## src/rtl/frak_pkg.sv

```systemverilog
// Package for the frame receive and acknowledgement engine.
// Holds the front-to-back command type, status codes and frame constants.
// Depends on nothing.
`default_nettype none
package frak_pkg;

	localparam logic [7:0] FLAG_BYTE = 8'h7e;
	localparam logic [7:0] CMD_START = 8'h00;
	localparam logic [7:0] CMD_DATA  = 8'h01;
	localparam logic [7:0] CMD_END   = 8'h81;

	localparam logic [2:0] ST_ACK       = 3'd0;
	localparam logic [2:0] ST_READ      = 3'd1;
	localparam logic [2:0] ST_BAD_FLAG  = 3'd2;
	localparam logic [2:0] ST_BAD_SUM   = 3'd3;
	localparam logic [2:0] ST_BAD_CMD   = 3'd4;
	localparam logic [2:0] ST_TRUNC     = 3'd5;

	typedef enum logic [2:0] {
		JOB_READ,    // read one store byte
		JOB_STATUS,  // one status result
		JOB_PAYLOAD, // one payload byte into the staging buffer
		JOB_FRAME,   // good sum: act on command and acknowledge
		JOB_NONE     // byte consumed with no result and no work
	} job_kind_t;

	typedef struct packed {
		job_kind_t   kind;
		logic [2:0]  status;
		logic [7:0]  data;      // payload byte or sum low
		logic [15:0] addr;      // read address / payload index
		logic [7:0]  src;
		logic [7:0]  dst;
		logic [7:0]  cmd;
		logic [7:0]  seq;
		logic [5:0]  plen;
	} job_t;

endpackage
`default_nettype wire

```

## src/rtl/frak_front.sv

```systemverilog
// Front part: parses received bytes and turns each input item that needs work into a job.
// Depends on frak_pkg.
`default_nettype none
module frak_front #(
	parameter int MAX_PAYLOAD = 32
) (
	input  wire logic             clk,
	input  wire logic             arst_n,
	input  wire logic             in_valid,
	output logic                  in_stall,
	input  wire logic             op,
	input  wire logic [7:0]       rx_byte,
	input  wire logic             frame_start,
	input  wire logic [9:0]       read_addr,
	output logic                  job_valid,
	input  wire logic             job_stall,
	output frak_pkg::job_t        job
);
	import frak_pkg::*;

	logic [5:0]  pos_q;        // 0 idle, else index of next byte (saturates in payload)
	logic [5:0]  k_q;          // payload index
	logic        in_pay_q;
	logic        flag_ok_q;
	logic [15:0] sum_q;
	logic [7:0]  src_q, dst_q, cmd_q, seq_q, sumh_q;
	logic [5:0]  plen_q;
	logic        sumh_phase_q; // next byte is sum low
	logic        hold_valid_q;
	job_t        hold_q;

	job_t        nj;
	logic        take;

	assign in_stall  = hold_valid_q && job_stall;
	assign take      = in_valid && !in_stall;
	assign job_valid = hold_valid_q;
	assign job       = hold_q;

	always_comb begin
		nj        = hold_q;
		nj.kind   = JOB_NONE;
		nj.status = ST_ACK;
		nj.data   = rx_byte;
		nj.addr   = {6'd0, read_addr};
		nj.src    = src_q;
		nj.dst    = dst_q;
		nj.cmd    = cmd_q;
		nj.seq    = seq_q;
		nj.plen   = plen_q;
		if (op) begin
			nj.kind = JOB_READ;
		end else if (frame_start) begin
			if (pos_q != 6'd0) begin
				nj.kind   = JOB_STATUS;
				nj.status = ST_TRUNC;
			end
		end else if (pos_q == 6'd5) begin
			if (!flag_ok_q || rx_byte > 8'(MAX_PAYLOAD)) begin
				nj.kind   = JOB_STATUS;
				nj.status = ST_BAD_FLAG;
			end
		end else if (in_pay_q) begin
			nj.kind = JOB_PAYLOAD;
			nj.addr = {10'd0, k_q};
		end else if (sumh_phase_q) begin
			if ({sumh_q, rx_byte} != sum_q) begin
				nj.kind   = JOB_STATUS;
				nj.status = ST_BAD_SUM;
			end else if (cmd_q == CMD_START || cmd_q == CMD_DATA || cmd_q == CMD_END) begin
				nj.kind = JOB_FRAME;
			end else begin
				nj.kind   = JOB_STATUS;
				nj.status = ST_BAD_CMD;
			end
		end
	end

	always_ff @(posedge clk or negedge arst_n) begin
		if (!arst_n) begin
			pos_q        <= '0;
			k_q          <= '0;
			in_pay_q     <= 1'b0;
			flag_ok_q    <= 1'b0;
			sum_q        <= '0;
			src_q        <= '0;
			dst_q        <= '0;
			cmd_q        <= '0;
			seq_q        <= '0;
			plen_q       <= '0;
			sumh_q       <= '0;
			sumh_phase_q <= 1'b0;
			hold_valid_q <= 1'b0;
		end else begin
			if (take && nj.kind != JOB_NONE) begin
				hold_valid_q <= 1'b1;
				hold_q       <= nj;
			end else if (!job_stall) begin
				hold_valid_q <= 1'b0;
			end
			if (take) begin
				if (!op) begin
					if (frame_start) begin
						flag_ok_q    <= (rx_byte == FLAG_BYTE);
						sum_q        <= '0;
						pos_q        <= 6'd1;
						in_pay_q     <= 1'b0;
						sumh_phase_q <= 1'b0;
					end else if (pos_q != 6'd0) begin
						if (pos_q < 6'd6) begin
							sum_q <= sum_q + {8'd0, rx_byte};
							pos_q <= pos_q + 6'd1;
							case (pos_q)
								6'd1: src_q <= rx_byte;
								6'd2: dst_q <= rx_byte;
								6'd3: cmd_q <= rx_byte;
								6'd4: seq_q <= rx_byte;
								default: begin
									if (!flag_ok_q || rx_byte > 8'(MAX_PAYLOAD)) begin
										pos_q <= '0;
									end else begin
										plen_q   <= rx_byte[5:0];
										k_q      <= '0;
										in_pay_q <= (rx_byte != 8'd0);
									end
								end
							endcase
						end else if (in_pay_q) begin
							sum_q    <= sum_q + {8'd0, rx_byte};
							k_q      <= k_q + 6'd1;
							in_pay_q <= (k_q + 6'd1) != plen_q;
						end else if (!sumh_phase_q) begin
							sumh_q       <= rx_byte;
							sumh_phase_q <= 1'b1;
						end else begin
							pos_q        <= '0;
							sumh_phase_q <= 1'b0;
						end
					end
				end
			end
		end
	end

endmodule
`default_nettype wire

```

## config.mk

```make
export PLATFORM = sky130hd
export DESIGN_NAME = frak_front
export DESIGN_NICKNAME = d
export VERILOG_FILES = /design/src/rtl/frak_pkg.sv /design/src/rtl/frak_front.sv
export SDC_FILE = /design/constraint.sdc
export NUM_CORES = 1
export LEC_CHECK = 0
export BUFFER_PORTS_ARGS = -buffer_cell sky130_fd_sc_hd__buf_2
export CORE_MARGIN = 4
export CORE_UTILIZATION = 29
export CTS_CLUSTER_SIZE = 25
export DETAILED_ROUTE_END_ITERATION = 10
export GPL_ROUTABILITY_DRIVEN = 0
export HOLD_SLACK_MARGIN = 0.03
export PLACE_DENSITY = 0.46
export SLEW_MARGIN = 10
export SYNTH_ARGS = -nofsm -noshare
export SYNTH_HDL_FRONTEND = slang
export SYNTH_SLANG_ARGS = --single-unit
```

## constraint.sdc

```tcl
create_clock -name clk -period 10.32 [get_ports clk]
set_input_delay 1.548 -clock clk [delete_from_list [all_inputs] [get_ports clk]]
set_output_delay 1.548 -clock clk [all_outputs]
set_load 0.005 [all_outputs]
```

# [After elaboration in Yosys (flattened, before gate mapping)]
# Index checks and enable logic that the tools add are counted.
[classes] add_sub_neg=3 n_lt_le_gt_ge=2 eq_ne=19 n_mux=43 bitwise_logic=7 reduce_logical=30
[ops] operator="two-way mux 6 bit" n=17
[ops] operator="two-way mux 16 bit" n=4
[ops] operator="two-way mux 10 bit" n=4
[ops] operator="AND reduction 6 bit" n=4
[ops] operator="AND reduction 7 bit" n=3
[ops] operator="adder 16 x 8 -> 16 bit" n=1
[ops] operator="!= test 16 bit" n=1
[ops] operator="AND reduction 5 bit" n=3
[ops] operator="two-way mux 1 bit" n=13
[ops] operator="adder 6 x 1 -> 6 bit (second input constant)" n=2
[ops] operator="equality test 6 x 2 -> 1 bit (second input constant)" n=2
[ops] operator="equality test 6 x 3 -> 1 bit (second input constant)" n=2
[ops] operator="two-way mux 3 bit" n=4
[ops] operator="!= test 3 bit (second input constant)" n=3
[ops] operator="equality test 8 x 1 -> 1 bit (second input constant)" n=1
[ops] operator="equality test 8 x 7 -> 1 bit (second input constant)" n=1
[ops] operator="equality test 8 bit (second input constant)" n=1
[ops] operator="greater-than comparator 8 x 6 -> 1 bit (second input constant)" n=1
[ops] operator="zero test 8 bit" n=1
[ops] operator="!= test 2 bit (second input constant)" n=4
[ops] operator="nonzero test 8 bit" n=1
[ops] operator="inverter 1 bit" n=7
[ops] operator="equality test 6 x 1 -> 1 bit (second input constant)" n=1
[ops] operator="< comparator 6 x 3 -> 1 bit (second input constant)" n=1
[ops] operator="15 further kinds" n=22
[totals] regBits=146 in_bits=24 out_inout_bits=70 word_cells=127

# [Depth between registers and ports, before layout]
[logic_depth] word_depth=13 mapped_depth=7 ltp_nobuf=7

# [Worst setup path after synthesis]
# Ideal clock, no wire load.
[synth_timing] kind="in2reg" startpoint="input frame_start" endpoint="register hold_q, in the netlist job[0], enable pin" setup_ns=0.427 arrival_time_ns=3.847 t_required_ns=9.893 setup_slack_ns=6.045 path_stages=4 path_buffers=2 cell_sequence="clkbuf_2 clkbuf_1 a221o_1 and4b_1"
[synth_via] elab_chain_cells=5
[synth_rtl] item="start: declaration" line_no="frak_front.sv:13" text="input wire logic frame_start,"
[synth_rtl] item="two-way mux 6 bit" line_no="frak_front.sv:53" text="end else if (frame_start) begin"
[synth_rtl] item="two-way mux 3 bit" line_no="frak_front.sv:51" text="if (op) begin"
[synth_rtl] item="!= test 3 bit" line_no="frak_front.sv:95" text="if (take && nj.kind != JOB_NONE) begin"
[synth_rtl] item="logical AND 1 bit" line_no="frak_front.sv:95"
[synth_rtl] item="AND reduction 2 bit (no source line)"
[synth_rtl] item="end signal: assignment" line_no="frak_front.sv:97" text="hold_q <= nj;"
[synth_rtl] item="end: declaration" line_no="frak_front.sv:30" text="job_t hold_q;"
# Every way passes these cells.
# A chain may end at the register's enable or synchronous reset.

# [Worst setup path after layout]
[layout_timing] startpoint="input rx_byte[6]" endpoint="register hold_q, in the netlist job[24], enable pin"
[layout_via] elab_chain_cells=10 elab_cells_between_ends=13 cone_classes="order compare: 1; eq/ne: 2; mux: 7; reduce/logical: 3"
[layout_rtl] item="start: declaration" line_no="frak_front.sv:12" text="input wire logic [7:0] rx_byte,"
[layout_rtl] item="parallel branches: the longest is 4 deep, another holds greater-than comparator 8 x 6 -> 1 bit"
[layout_rtl] item="two-way mux 6 bit (*)" line_no="frak_front.sv:58" text="end else if (pos_q == 6'd5) begin"
[layout_rtl] item="two-way mux 6 bit (*)" line_no="frak_front.sv:53"
[layout_rtl] item="two-way mux 3 bit (*)" line_no="frak_front.sv:51"
[layout_rtl] item="!= test 3 bit (*)" line_no="frak_front.sv:95"
[layout_rtl] item="logical AND 1 bit (*)" line_no="frak_front.sv:95"
[layout_rtl] item="AND reduction 2 bit (no source line) (*)"
# Mark *: on every way between the ends.

==> results.toml <==
[pwr]
swShare = 0.288
p_int_mw = 1.32
peakVddDrop_mv = 0.0932
p_seq_frac = 0.422
clkPwrFrac = 0.368
power_leakage_nw = 3.27
switchingPower_mw = 0.534
p_per_area_nw_per_um2 = 242
pwr-share-comb = 0.210

[route]
drt_first_pass_iters = 4
post_drt_wl_per_cell_um = 17.1
wl_um = 14500
vias = 4111
ant_nets = 0
avgViaCountPerCell = 4.87
drc = 0
drt_iter0_markers = 258

[timing]
max_freq_mhz = 278
final.setup.worst_slack_ns = 6.72
maxSlewViolCount = 0
tns_ns = 0
setup_violations = 0
period_needed_ns = 3.60
tightest_slew_ns = 0.743
timing.final.hold_violations = 0
fin_crit_sh = 0.349
max_slew_margin = 0.498
grt_setup_unrepaired = "false"
fin_worst_skew_ns = 0.0211
hold_slack_ns = 0.441

[place]
hpwl_um = 10000
io_buffers = 87
post-place-ws_ns = 6.29

[synth]
synth_flop_cell = "dfrtp_1"
yosysSeqAreaShare = 0.604
yosysTopAreaCell = "dfrtp_1"
yosys_register_bits = 140
synthCells = 459
ys_types = 71
avgSynthCellArea_um2 = 13.8
netlist_area_um2 = 6320
synth-edff-count = 62
synth_top_area_frac = 0.309
ys_top_cells_by_count = "dfrtp_1, edfxtp_1, mux2_2"
ys_warn_count = 0
postSynth.asyncResetShare = 0.557
synthTopCellsByArea = "dfrtp_1, edfxtp_1, mux2_2"
yosysMostFrequentCell = "dfrtp_1"

[global_route]
grt_overflow_total = 0
grt_max_degree = 58
grt_pass1_wl_um = 23000
first_global_vias = 4108
grt.total_usage = 0.121
antenna_found_initial = 0

[clocking]
cts_made_buffers = 17
clk_latency_ns = 0.43
cts_sinks = 140
cts_hold_buffers = 0
post-cts-setup-buffer-count = 0
path_clk_slew_ns = 0.06
root_buffer = "clkbuf_16"
ctsResizeCount = 0
cts_max_level = 4
clockBufferDepth = 2
cts_tree = "built"

[finish]
layout.nets = 595
multi_input_area_um2 = 2340
num_antenna_cells = 0
fillerInstances = 2090
drive_gt1_frac = 0.339
syn2layout_area_growth_pct = 21.5
regArea_um2 = 3810

[floorplan]
core-area_um2 = 21200
fp-row-count = 53
die_x_um = 156
die_h_um = 156
dieArea_um2 = 24200
initial_core_util = 0.298
ios = 94

[setup_path]
critical_path_class = "in -> reg"
critPathCaptureType = "flip-flop"
worstPathMaxFanout = 51
crit_arrival_ns = 3.70
required_ns = 10.42
startpoint_type = "input pin"

[job]
drv_cap = 0

[outcome]
status = "completed"

[worst_hold_path]
hp-class = "reg -> reg"
[power groups by stage]
| stage | Combinational (mW) | Clock, mW | Sequential [mW] |
|---|---|---|---|
| finish | 0.389 | 0.683 | 0.782 |
| global route | 0.435 | 0.724 | 0.796 |
| CTS | 0.391 | 0.698 | 0.783 |
| detailed placement | 0.388 | 0 | 0.793 |
| global placement | 0.384 | 0 | 0.791 |
| floorplan | 0.293 | 0 | 0.767 |
[kinds of logic (layout without fill, tap and decap cells)]
group	after synthesis	count (layout)	synth area share
AND/OR/NAND/NOR	102	102	0.0937
XOR/XNOR	24	24	0.0354
other	1	6	0.000593
buffers and inverters	31	137	0.0287
adder cells (fa/ha/maj)	14	14	0.0289
flip-flops	140	140	0.604
AO/OA/AOI/OAI	92	92	0.112
multiplexers	55	55	0.0974
[critical path, stage by stage]
cell     delay (ns)
buf_2          0.19
nor4_1         0.47
a31o_2         0.30
nand2_1        0.07
a221o_1        0.34
and4b_2        0.37
buf_4          0.36
[cell type report]
cell class | count | area share
Clock buffer | 17 | 0.0554
Sequential cell | 140 | 0.497
Timing Repair Buffer | 91 | 0.0609
Clock inverter | 15 | 0.0301
Tap cell | 275 | 0.0448
Multi-Input combinational cell | 293 | 0.305
Inverter | 14 | 0.00684
[final timing paths]
path,startpoint,to,slack [ns],depth (start not counted)
min,dst_q[2],job[24],0.44,0
min in group asynchronous,arst_n,sum_q[14],1.04,1
max reg2reg,pos_q[2],k_q[1],7.31,5
min reg2reg,dst_q[2],job[24],0.44,0
max in group asynchronous,arst_n,sumh_phase_q,8.23,2
max,rx_byte[6],job[24],6.72,7
[per-stage QoR]
step	area, µm²	instances	power (mW)	utilization
CTS	7680	845	1.87	0.362
floorplan	6340	464	1.06	-
global placement	7020	813	1.18	0.331
global route	7680	845	1.96	0.362
detailed placement	7020	813	1.18	0.331
finish	7680	845	1.85	0.362
[state kept, by name, indices dropped and copies added, names as in the netlist]
| signal | flops |
|---|---|
| flag_ok_q | 1 |
| in_pay_q | 1 |
| job_valid | 1 |
| src_q | 8 |
| k_q | 6 |
| sumh_q | 8 |
| pos_q | 6 |
| dst_q | 8 |
| sum_q | 16 |
| sumh_phase_q | 1 |
| plen_q | 6 |
| job | 62 |
| seq_q | 8 |
| cmd_q | 8 |
[per-layer routing]
layer  track usage  vias up  share of wire
met5             0        -              0
met4        0.0409        0          0.011
met3        0.0341       13          0.045
met2         0.192       94           0.48
met1         0.161     2069           0.46
li1              -     1935              -
[cells in the final DEF (no fill, tap or decap), types with 6 or more instances in the layout]
| cell type | instances |
|---|---|
| a21oi_1 | 19 |
| a31oi_1 | 8 |
| buf_2 | 86 |
| clkbuf_16 | 17 |
| conb_1 | 6 |
| dfrtp_1 | 78 |
| edfxtp_1 | 62 |
| ha_1 | 13 |
| inv_1 | 14 |
| mux2_2 | 51 |
| nand2_1 | 21 |
| nand3_1 | 12 |
| nor2_1 | 19 |
| nor4_1 | 6 |
| o21ai_0 | 13 |
| xnor2_1 | 16 |
| xor2_1 | 7 |
No activity file was read; power rests on OpenSTA's default activity.
