File: config.mk
export PLATFORM = sky130hd
export DESIGN_NAME = frak_queue
export DESIGN_NICKNAME = d
export VERILOG_FILES = /design/src/rtl/frak_pkg.sv /design/src/rtl/frak_queue.sv
export SDC_FILE = /design/constraint.sdc
export NUM_CORES = 1
export LEC_CHECK = 0
export ABC_AREA = 1
export BUFFER_PORTS_ARGS = -buffer_cell sky130_fd_sc_hd__buf_2
export CAP_MARGIN = 20
export CORE_ASPECT_RATIO = 0.75
export CORE_MARGIN = 8
export CORE_UTILIZATION = 45
export CTS_BUF_LIST = sky130_fd_sc_hd__clkbuf_16
export DETAILED_ROUTE_END_ITERATION = 10
export PLACE_DENSITY = 0.67
export SYNTH_ARGS = -nofsm -noshare
export SYNTH_HDL_FRONTEND = slang
export SYNTH_SLANG_ARGS = --single-unit
File: constraint.sdc
create_clock -name clk -period 4.4 [get_ports clk]
set_clock_uncertainty 0.1 [all_clocks]
set_input_delay 0.88 -clock clk [delete_from_list [all_inputs] [get_ports clk]]
set_output_delay 0.88 -clock clk [all_outputs]
set_load 0.01 [all_outputs]
File: src/rtl/frak_pkg.sv
// Package for the frame receive and acknowledgement engine.
// Holds the front-to-back command type, status codes and frame constants.
// Depends on nothing.
`default_nettype none
package frak_pkg;

	localparam logic [7:0] FLAG_BYTE = 8'h7e;
	localparam logic [7:0] CMD_START = 8'h00;
	localparam logic [7:0] CMD_DATA  = 8'h01;
	localparam logic [7:0] CMD_END   = 8'h81;

	localparam logic [2:0] ST_ACK       = 3'd0;
	localparam logic [2:0] ST_READ      = 3'd1;
	localparam logic [2:0] ST_BAD_FLAG  = 3'd2;
	localparam logic [2:0] ST_BAD_SUM   = 3'd3;
	localparam logic [2:0] ST_BAD_CMD   = 3'd4;
	localparam logic [2:0] ST_TRUNC     = 3'd5;

	typedef enum logic [2:0] {
		JOB_READ,    // read one store byte
		JOB_STATUS,  // one status result
		JOB_PAYLOAD, // one payload byte into the staging buffer
		JOB_FRAME,   // good sum: act on command and acknowledge
		JOB_NONE     // byte consumed with no result and no work
	} job_kind_t;

	typedef struct packed {
		job_kind_t   kind;
		logic [2:0]  status;
		logic [7:0]  data;      // payload byte or sum low
		logic [15:0] addr;      // read address / payload index
		logic [7:0]  src;
		logic [7:0]  dst;
		logic [7:0]  cmd;
		logic [7:0]  seq;
		logic [5:0]  plen;
	} job_t;

endpackage
`default_nettype wire

File: src/rtl/frak_queue.sv
// Short job queue between the front and back parts.
// Depends on frak_pkg.
`default_nettype none
module frak_queue (
	input  wire logic      clk,
	input  wire logic      arst_n,
	input  wire logic      wr_valid,
	output logic           wr_stall,
	input  frak_pkg::job_t wr_job,
	output logic           rd_valid,
	input  wire logic      rd_stall,
	output frak_pkg::job_t rd_job
);
	import frak_pkg::*;

	job_t       mem_q [4];
	logic [1:0] wp_q, rp_q;
	logic [2:0] cnt_q;
	logic       push, pop;

	assign wr_stall = (cnt_q == 3'd4);
	assign rd_valid = (cnt_q != 3'd0);
	assign rd_job   = mem_q[rp_q];
	assign push     = wr_valid && !wr_stall;
	assign pop      = rd_valid && !rd_stall;

	always_ff @(posedge clk) begin
		if (push) mem_q[wp_q] <= wr_job;
	end

	always_ff @(posedge clk or negedge arst_n) begin
		if (!arst_n) begin
			wp_q  <= '0;
			rp_q  <= '0;
			cnt_q <= '0;
		end else begin
			if (push) wp_q <= wp_q + 2'd1;
			if (pop)  rp_q <= rp_q + 2'd1;
			cnt_q <= cnt_q + {2'd0, push} - {2'd0, pop};
		end
	end

endmodule
`default_nettype wire

# ---- Word level (Yosys, flattened, before mapping)
# Memory sizes are Yosys's and may differ from the RTL's.
# Cells that the tools add are included.
dict set report totals {
  ram_bits 272
  n_memories 1
  regBits 7
  input_bits 72
  output_inout_bits 70
}
dict set report op_classes {
  n_eq_ne 1
  mux 2
  n_addsub 4
  n_reduce_logical 5
}
# memory words width read_ports rd_clocked_by_memory_dff write_ports line
set memory_table {}
lappend memory_table {mem_q 4 68 1 0 1 frak_queue.sv:16} ;# job_t mem_q [4];
# operator n
set op_table {}
lappend op_table {{2-bit by 1-bit adder with 2-bit output, second input constant} 2}
lappend op_table {{3-bit by 1-bit adder with 3-bit output} 1}
lappend op_table {{3-bit == test, second input constant} 1}
lappend op_table {{3-bit nonzero test} 1}
lappend op_table {{3-bit by 1-bit subtractor with 3-bit output} 1}
lappend op_table {{1-bit logical AND} 2}
lappend op_table {{1-bit zero test} 2}
lappend op_table {{1-bit two-way mux} 2}

# ---- Depth between registers and ports, before layout
# Gate-level depths: netlist (run 1).
dict set report depth {
  depth_word 5
  ltp_mapped 12
}

# ---- Least setup slack after synthesis (run 1)
# Ideal clock, no wire load.
dict set report synth_timing {
  kind {input to register}
  startpoint {input wr_valid}
  endpoint {memory mem_q[0][0] in the netlist's numbering, enable pin}
  stages 2
  path_buffers 0
  setup_ns 0.495
  t_arrival_ns 3.870
  setup_slack_ns -0.065
  cell_sequence {nand2_1 > nor2_1}
}
dict set report synth_via {
  elab_chain_cells 3
}
# item line
set synth_rtl {}
lappend synth_rtl {{start: declaration} frak_queue.sv:7} ;# input wire logic wr_valid,
lappend synth_rtl {{1-bit logical AND} frak_queue.sv:24} ;# assign push = wr_valid && !wr_stall;
lappend synth_rtl {{1-bit two-way mux} frak_queue.sv:28} ;# if (push) mem_q[wp_q] <= wr_job;
lappend synth_rtl {{1-bit two-way mux (not written as such)} frak_queue.sv:28}
lappend synth_rtl {{end: declaration} frak_queue.sv:16}
# No other way between the ends.

==> reports/results.ini, run 1 <==
[timing]
maxSlewViolCount = 0
worstMarginPinSlew_ps = 889
rsz0062_at_grt = no
setup_viol = 0
clock.fmax_mhz = 301
holdWs_ps = 70.4
hold_violations = 0
slew_headroom_pct = 40.7
fin_crit_sh_pct = 75.4
fin_crit_ps = 3320

[routing]
vias_per_cell = 4.80
wl_per_cell_um = 16.5
ant_nets = 0
drt_iter0_markers = 521
routed_wl_um = 23400
via_count = 6817
drc = 0
first_pass_iters = 5

[layout]
drive_gt1_share_pct = 18.7
nFillCells = 2173
fin_cells = 1419
final_common_cell = edfxtp_1
layout_common_cells = 272 x edfxtp_1, 222 x nand2_1, 141 x buf_2
finalNetCount = 1139
area_growth_pct = 17.0

[power]
swShare_pct = 34.9
power_frac_comb_pct = 33.5
p_sw_w = 0.00314
intPower_w = 0.00586
p_seq_share_pct = 40.2
pwr-share-clk_pct = 26.3
p_per_area_nw_per_um2 = 690
irDropWorstVdd_uv = 426
p_leak_nw = 5.27

[floorplanning]
die_h_um = 152
ios = 142
initial_core_util_pct = 45.2
die_w_um = 198
core_um2 = 24600
row_count = 50
die-area_um2 = 30100

[synth]
syn_area_per_cell_um2 = 12.1
synth-warning-count = 0
synth_seq_area_share_pct = 74.8
synthCells = 921
yosysUniqueCellTypes = 16
synth_nets = 1000
ys_seq_elements = 279
syn_area_um2 = 11200

[clocking]
hold_buffers = 0
htreeDepth = 1
cts.repair.resized = 0
clock_path_buffers = 3
cts_tree = built
clk_latency_ps = 530
cts_setup_buffers = 0
cts_buffers = 28
cts_root_buf = clkbuf_16
clock-sinks = 279
clk_pin_slew_ps = 60

[grt]
grt_pass1_vias = 6663
antenna_found_initial = 4
grt_overflow = 0
grt_pass1_wl_um = 36600
grt_max_degree = 206
grt.total_usage_pct = 15.2

[placed_design]
gp_congestion = 0.727
hpwl_um = 14100
io_buffers = 141
dp.cells = 1368

[hold_path]
hold_path.class = in2async

[setup_path]
critPathRequiredTime_ps = 3420
critical_path_class = reg2out
cp.arrival_ps = 2340
crit_fanout = 31
end_kind = output port
ff2ff_path_depth = 10
reg2reg_from = cnt_q[1]$_DFF_PN0_
crit_start = rp_q[0]$_DFFE_PN0P_
startpoint_type = flip-flop

[run_status]
status = complete, no violations

[job]
drv_cap = 0

-- worst max-delay path: stages (launching register included) --
cell and delay (ps):
dfrtp_4 490, inv_2 500, buf_4 410, o21ai_1 120, nand2_1 110, buf_2 150
-- stage by stage --
| stage | TNS [ps] | total power (W) | utilization, % | instance area, um^2 | worst slack (ps) |
|---|---|---|---|---|---|
| 6_report | 0 | 0.00900 | 52.9 | 13000 | 1080 |
| 5_1_grt | 0 | 0.00960 | 52.9 | 13000 | 919 |
| 4_1_cts | 0 | 0.00913 | 52.9 | 13000 | 1030 |
| 3_5_place_dp | 0 | 0.00675 | 49.2 | 12100 | 1600 |
| 3_3_place_gp | 0 | 0.00670 | 49.2 | 12100 | 1610 |
| 2_1_floorplan | -17740 | 0.00575 | - | 11200 | -65.2 |
-- synthesized netlist by cell type, drive strengths merged --
| master | number | area (um^2) |
|---|---|---|
| o21ai | 136 | 681 |
| nand2 | 222 | 833 |
| dfrtp | 7 | 175 |
| nand3 | 5 | 25.0 |
| nor2 | 142 | 533 |
| ha | 6 | 75.1 |
| clkbuf | 13 | 48.8 |
| buf | 32 | 274 |
| edfxtp | 272 | 8170 |
| inv | 85 | 319 |
| fa | 1 | 20.0 |
-- sequential cells by signal, summed over array words and instances (netlist names) --
name	count
mem_q	272
cnt_q	3
wp_q	2
rp_q	2
-- cell type report --
class	instances	area, um^2	area share [%]
clock inverter	21	200	1.53
timing repair buffer	154	828	6.35
inverter	85	322	2.46
sequential	279	8350	64.0
antenna	1	2.50	0.0192
multi-input combinational	512	2200	16.8
tap	338	423	3.24
clock buffer	29	726	5.56
-- power groups by stage --
stage          registers (W)  logic (W)  clock network (W)
2_1_floorplan        0.00370    0.00206                  0
3_3_place_gp         0.00367    0.00304                  0
3_5_place_dp         0.00368    0.00307                  0
4_1_cts              0.00362    0.00309            0.00242
5_1_grt              0.00366    0.00340            0.00253
6_report             0.00362    0.00301            0.00237
-- worst paths after layout --
kind	slack [ps]	to
max in group asynchronous	3950	rp_q[0]$_DFFE_PN0P_
max	1080	rd_job[22]
min in group clk	410	cnt_q[0]$_DFF_PN0_
min	70	cnt_q[0]$_DFF_PN0_
min reg2reg	410	cnt_q[0]$_DFF_PN0_
max reg2reg	2050	cnt_q[2]$_DFF_PN0_
-- metal layers --
metal	up-vias	routed length, um	global-route usage [%]
li1	3369	-	-
met1	3209	10600	21.0
met2	194	10700	24.4
met3	39	1640	3.42
met4	6	383	3.37
met5	-	40	0
-- cell families after synthesis --
family | count (synthesis) | synth area share (%)
flops | 279 | 74.8
compound gates | 136 | 6.10
simple gates | 369 | 12.5
fa+ha+maj | 7 | 0.853
buf+inv | 130 | 5.76
(Power assumes the default switching activity.)
==> run 2: changes to the inputs <==
--- a/config.mk
+++ b/config.mk
@@ -13,7 +13,7 @@
 export CORE_UTILIZATION = 45
 export CTS_BUF_LIST = sky130_fd_sc_hd__clkbuf_16
 export DETAILED_ROUTE_END_ITERATION = 10
-export PLACE_DENSITY = 0.67
+export PLACE_DENSITY = 0.65
 export SYNTH_ARGS = -nofsm -noshare
 export SYNTH_HDL_FRONTEND = slang
 export SYNTH_SLANG_ARGS = --single-unit
==> constraint.sdc (replaced) <==
create_clock -name clk -period 3.4 [get_ports clk]
set_clock_uncertainty 0.1 [all_clocks]
set_input_delay 0.68 -clock clk [delete_from_list [all_inputs] [get_ports clk]]
set_output_delay 0.68 -clock clk [all_outputs]
set_load 0.01 [all_outputs]
==> run 2 against run 1 <==
Compared with the run above:
- count of clock-buffer cells in the layout decreased by 2
- critical path type unchanged
- clock power increased by 17%
- critical path depth stayed put
- non-clock buffer count is 2 lower
- sequential power rose by 29%
- worst setup slack got worse by 720 ps
- largest cell class unchanged
- register-to-register slack worse by 1000 ps
==> reports/results.ini, run 2 (synthesis results as in run 1) <==
[layout]
top_regs = mem_q (272), cnt_q (3)  ; unchanged
area_growth_pct = 16.5  ; was 17.0%
largest_reg_flops = 272  ; unchanged
nFillCells = 2149  ; was 2173
final_common_cell = edfxtp_1  ; unchanged
largest-register = mem_q  ; unchanged
finalNetCount = 1136  ; was 1139
multiInputGateArea_um2 = 2200  ; unchanged
register_area_um2 = 8350  ; unchanged
layout_common_cells = 272 x edfxtp_1, 222 x nand2_1, 141 x buf_2  ; unchanged
drive_gt1_share_pct = 18.0  ; was 18.7%
finalInstanceArea_um2 = 13000  ; about the same
fin_util_pct = 52.7  ; was 52.9%

[grt]
grt.total_usage_pct = 14.2  ; was 15.2%
grt_max_degree = 206  ; unchanged
grt_overflow = 0  ; unchanged
grt_pass1_wl_um = 34600  ; was 36600 um
grt_pass1_vias = 6496  ; was 6663
antenna_found_initial = 2  ; was 4

[timing]
slew_headroom_pct = 42.6  ; was 40.7%
fin_crit_ps = 3040
holdWs_ps = 271  ; was 70.4 ps
hold_violations = 0  ; unchanged
maxSlewViolCount = 0  ; unchanged
clock.fmax_mhz = 329
final.setup.worst_slack_ps = 359  ; was 1080 ps
rsz0062_at_grt = no  ; unchanged
totalNegativeSetupSlack_ps = 0  ; unchanged
worstMarginPinSlew_ps = 861  ; was 889 ps
fin_crit_sh_pct = 89.4
setup_viol = 0  ; unchanged

[setup_path]
startpoint_type = flip-flop  ; unchanged
ff2ff_path_depth = 10  ; unchanged
crit_fanout = 205  ; was 31
end_kind = output port  ; unchanged
critPathRequiredTime_ps = 2620  ; was 3420 ps
cp.arrival_ps = 2260  ; was 2340 ps
critical_path_class = reg2out  ; unchanged

[clocking]
clock_path_buffers = 3  ; unchanged
cts.repair.resized = 0  ; unchanged
clk_pin_slew_ps = 60  ; about the same
clock-sinks = 279  ; unchanged
cts_tree = built  ; unchanged
cts_setup_buffers = 0  ; unchanged
clk_latency_ps = 520  ; was 530 ps
htreeDepth = 1  ; unchanged
cts_root_buf = clkbuf_16  ; unchanged
hold_buffers = 1  ; was 0
cts_buffers = 27  ; was 28

[routing]
ant_nets = 0  ; unchanged
drt_iter0_markers = 363  ; was 521
routed_wl_um = 22000  ; was 23400 um
via_count = 6643  ; was 6817
dr_wl_met2_um = 10000  ; was 10700 um
vias_per_cell = 4.69  ; was 4.80
drc = 0  ; unchanged
first_pass_iters = 4  ; was 5
met3_length_um = 1220  ; was 1640 um
wl_per_cell_um = 15.5  ; was 16.5 um
routed.top_layer = met5  ; unchanged
m1WireLength_um = 10200  ; was 10600 um

[run_status]
status = complete, no violations  ; unchanged

[placed_design]
gp_congestion = 0.747  ; was 0.727
dpl_worst_slack_ps = 960  ; was 1600 ps
dpl_cell_area_um2 = 12200  ; was 12100 um^2
hpwl_um = 12200  ; was 14100 um
io_buffers = 141  ; unchanged

[floorplanning]
ios = 142  ; unchanged
initial_core_util_pct = 45.2  ; unchanged
die_h_um = 152  ; unchanged
row_count = 50  ; unchanged
core_um2 = 24600  ; unchanged
die_w_um = 198  ; unchanged
die-area_um2 = 30100  ; unchanged

[hold_path]
hold_path.class = in2reg  ; was in2async
whs_path_depth = 1

[power]
irDropWorstVdd_uv = 619  ; was 426 uV
p_leak_nw = 5.23  ; was 5.27 nW
p_per_area_nw_per_um2 = 874  ; was 690 nW/um^2

[job]
drv_cap = 0  ; unchanged

run 2: cell types whose count changed in the layout (fill, tap and decap cells not counted), moves of 2 or more:
cell | previous run | this run
buf_12 | 2 | 7
bufinv_16 | 4 | 2
inv_1 | 89 | 92
buf_4 | 11 | 3
clkbuf_16 | 29 | 27
run 2: path summary, 6_finish.rpt:
kind / start / end / slack, ps
worst min register to register: cnt_q[0]$_DFF_PN0_ / cnt_q[0]$_DFF_PN0_ / 420
max in group asynchronous: arst_n / rp_q[0]$_DFFE_PN0P_ / 2560
worst max-delay path: rp_q[0]$_DFFE_PN0P_ / rd_job[48] / 360
worst min-delay path: wr_job[63] / mem_q[3][63]$_DFFE_PP_ / 270
min in group asynchronous: arst_n / rp_q[0]$_DFFE_PN0P_ / 450
worst max register to register: cnt_q[1]$_DFF_PN0_ / cnt_q[2]$_DFF_PN0_ / 1020
run 2: area by class of cell:
| cell class | instances | share of cell area (%) |
|---|---|---|
| timing repair buffer | 152 | 6.76 |
| tap | 338 | 3.26 |
| inverter | 85 | 2.48 |
| clock buffer | 27 | 5.20 |
| clock inverter | 22 | 1.13 |
| antenna | 1 | 0.0193 |
| sequential | 279 | 64.2 |
| multi-input combinational | 512 | 16.9 |
run 2: power breakdown:
group | internal (W) | total [W] | leakage [nW] | switching, W
clock | 0.00158 | 0.00277 | 0.439 | 0.00119
sequential | 0.00453 | 0.00468 | 2.57 | 0.000156
combinational | 0.00127 | 0.00391 | 2.22 | 0.00264
total | 0.00738 | 0.0114 | 5.23 | 0.00398
run 2: stage by stage:
stage               power, W  std cells
finish                0.0114       1416
global route          0.0121       1416
CTS                   0.0116       1415
detailed placement   0.00876       1365
global placement     0.00869       1365
floorplan            0.00745        921
run 2: layer usage:
metal / GRT usage (%) / up-vias
met2: 22.7 / 158
met1: 19.6 / 3091
li1: - / 3357
met3: 3.05 / 35
met5: 0 / -
met4: 3.37 / 2
run 2: critical path, cell delays in order, from the launching register on:
cell     delay (ps)
dfrtp_4         430
buf_12          560
o21ai_0         220
nand2_1         100
nand2_1         100
buf_2           160
==> run 3: changes to the inputs <==
--- a/config.mk
+++ b/config.mk
@@ -13,7 +13,7 @@
 export CORE_UTILIZATION = 45
 export CTS_BUF_LIST = sky130_fd_sc_hd__clkbuf_16
 export DETAILED_ROUTE_END_ITERATION = 10
-export PLACE_DENSITY = 0.65
+export PLACE_DENSITY = 0.69
 export SYNTH_ARGS = -nofsm -noshare
 export SYNTH_HDL_FRONTEND = slang
 export SYNTH_SLANG_ARGS = --single-unit
==> run 3 against run 2 <==
Compared with the run above:
- fmax increased by 5.9%
- critical path type unchanged
- count of clock-buffer cells in the layout stayed put
- first-iteration DRC count increased by 16%
- cell count about the same
- critical endpoint is now rd_job[3]
==> reports/results.ini, run 3 (synthesis results as in run 1) <==
[clocking]
cts_root_buf = clkbuf_16  ; unchanged
cts_setup_buffers = 0  ; unchanged
clock_path_buffers = 3  ; unchanged
clock-sinks = 279  ; unchanged
htreeDepth = 1  ; unchanged
clk_latency_ps = 530  ; was 520 ps
clk_pin_slew_ps = 60  ; about the same
cts_buffers = 27  ; unchanged
cts_tree = built  ; unchanged
cts.repair.resized = 0  ; unchanged

[timing]
fin_crit_ps = 2870  ; was 3040 ps
maxSlewViolCount = 0  ; unchanged
worstMarginPinSlew_ps = 569  ; was 861 ps
clock.fmax_mhz = 348  ; was 329 MHz
fin_crit_sh_pct = 84.4  ; was 89.4%
hold_violations = 0  ; unchanged
holdWs_ps = 262  ; was 271 ps
rsz0062_at_grt = no  ; unchanged
setup_viol = 0  ; unchanged
slew_headroom_pct = 62.1  ; was 42.6%

[grt]
grt.total_usage_pct = 14.2  ; about the same
grt_max_degree = 109  ; was 206
grt_overflow = 0  ; unchanged
grt_pass1_wl_um = 34700  ; was 34600 um
antenna_found_initial = 1  ; was 2
grt_pass1_vias = 6629  ; was 6496

[setup_path]
crit_fanout = 55  ; was 205
critical_path_class = reg2out  ; unchanged
critPathRequiredTime_ps = 2620  ; about the same
cp.arrival_ps = 2090  ; was 2260 ps
ff2ff_path_depth = 10  ; unchanged
startpoint_type = flip-flop  ; unchanged
end_kind = output port  ; unchanged

[placed_design]
io_buffers = 141  ; unchanged
gp_congestion = 0.752  ; was 0.747
hpwl_um = 12200  ; about the same
dpl_cell_area_um2 = 12200  ; about the same

[floorplanning]
core_um2 = 24600  ; unchanged
die_h_um = 152  ; unchanged
die-area_um2 = 30100  ; unchanged
die_w_um = 198  ; unchanged
initial_core_util_pct = 45.2  ; unchanged
row_count = 50  ; unchanged
ios = 142  ; unchanged

[routing]
drc = 0  ; unchanged
wl_per_cell_um = 15.2  ; was 15.5 um
vias_per_cell = 4.76  ; was 4.69
via_count = 6741  ; was 6643
drt_iter0_markers = 420  ; was 363
ant_nets = 0  ; unchanged
first_pass_iters = 5  ; was 4
routed_wl_um = 21600  ; was 22000 um

[run_status]
status = complete, no violations  ; unchanged

[layout]
area_growth_pct = 17.0  ; was 16.5%
layout_common_cells = 272 x edfxtp_1, 222 x nand2_1, 141 x buf_2  ; unchanged
largest-register = mem_q  ; unchanged
final_common_cell = edfxtp_1  ; unchanged
drive_gt1_share_pct = 18.1  ; was 18.0%
diodes = 0  ; was 1
top_regs = mem_q (272), cnt_q (3)  ; unchanged
nFillCells = 2117  ; was 2149
finalNetCount = 1137  ; was 1136
largest_reg_flops = 272  ; unchanged
finalInstanceArea_um2 = 13000  ; about the same

[hold_path]
hold_path.class = in2reg  ; unchanged
whs_path_depth = 1  ; unchanged

[power]
p_per_area_nw_per_um2 = 880  ; was 874 nW/um^2
irDropWorstVdd_uv = 465  ; was 619 uV
p_leak_nw = 5.23  ; about the same
power_w = 0.0115  ; was 0.0114 W

[job]
drv_cap = 0  ; unchanged

-- run 3: final cells by class --
type	instances	area [um^2]	share of cell area, %
Inverter	85	322	2.46
Multi-Input combinational cell	512	2200	16.8
Tap cell	338	423	3.24
Clock buffer	27	676	5.18
Sequential cell	279	8350	64.0
Clock inverter	23	183	1.40
Timing Repair Buffer	153	898	6.89
-- run 3: timing repair --
item,4_1_cts,5_1_grt
hold endpoints to repair,7,0
hold buffers,1,0
endpoints found under the setup margin,0,0
-- run 3: final timing paths --
kind	startpoint	slack [ps]	to
min in group asynchronous	arst_n	440	cnt_q[1]$_DFF_PN0_
worst max-delay path	rp_q[1]$_DFFE_PN0P_	530	rd_job[3]
worst min-delay path	wr_job[18]	260	mem_q[3][18]$_DFFE_PP_
max in group asynchronous	arst_n	2580	rp_q[0]$_DFFE_PN0P_
worst max register to register	cnt_q[1]$_DFF_PN0_	1050	cnt_q[2]$_DFF_PN0_
worst min register to register	cnt_q[0]$_DFF_PN0_	420	cnt_q[0]$_DFF_PN0_
-- run 3: per-stage QoR --
step	utilization, %	worst slack [ps]	std cells	TNS, ps
after floorplan	-	-865	921	-235340
final	52.9	529	1417	0
after global placement	49.4	980	1366	0
after CTS	52.9	468	1417	0
after global routing	52.9	358	1417	0
after detailed placement	49.4	953	1366	0
-- run 3: power by group --
| part | switching [W] | total (W) | leakage [nW] | internal [W] |
|---|---|---|---|---|
| Combinational | 0.00263 | 0.00392 | 2.23 | 0.00129 |
| Sequential | 0.000164 | 0.00469 | 2.57 | 0.00453 |
| Clock | 0.00121 | 0.00287 | 0.429 | 0.00167 |
| Total | 0.00400 | 0.0115 | 5.23 | 0.00748 |
-- run 3: worst max-delay path: stages (launching register included) --
cell and delay [ps]:
dfrtp_1 410, inv_4 390, buf_12 300, nor2_1 90
o21ai_0 90, nand2_1 80, buf_2 150
-- run 3: metal layers --
layer	global-route usage [%]	wire length, um	part of all wire, %	up-vias
met1	19.3	9860	46	3151
met4	3.41	498	2.3	2
met5	0	10	0.046	-
li1	-	-	-	3364
met3	3.42	1500	6.9	46
met2	22.8	9710	45	178
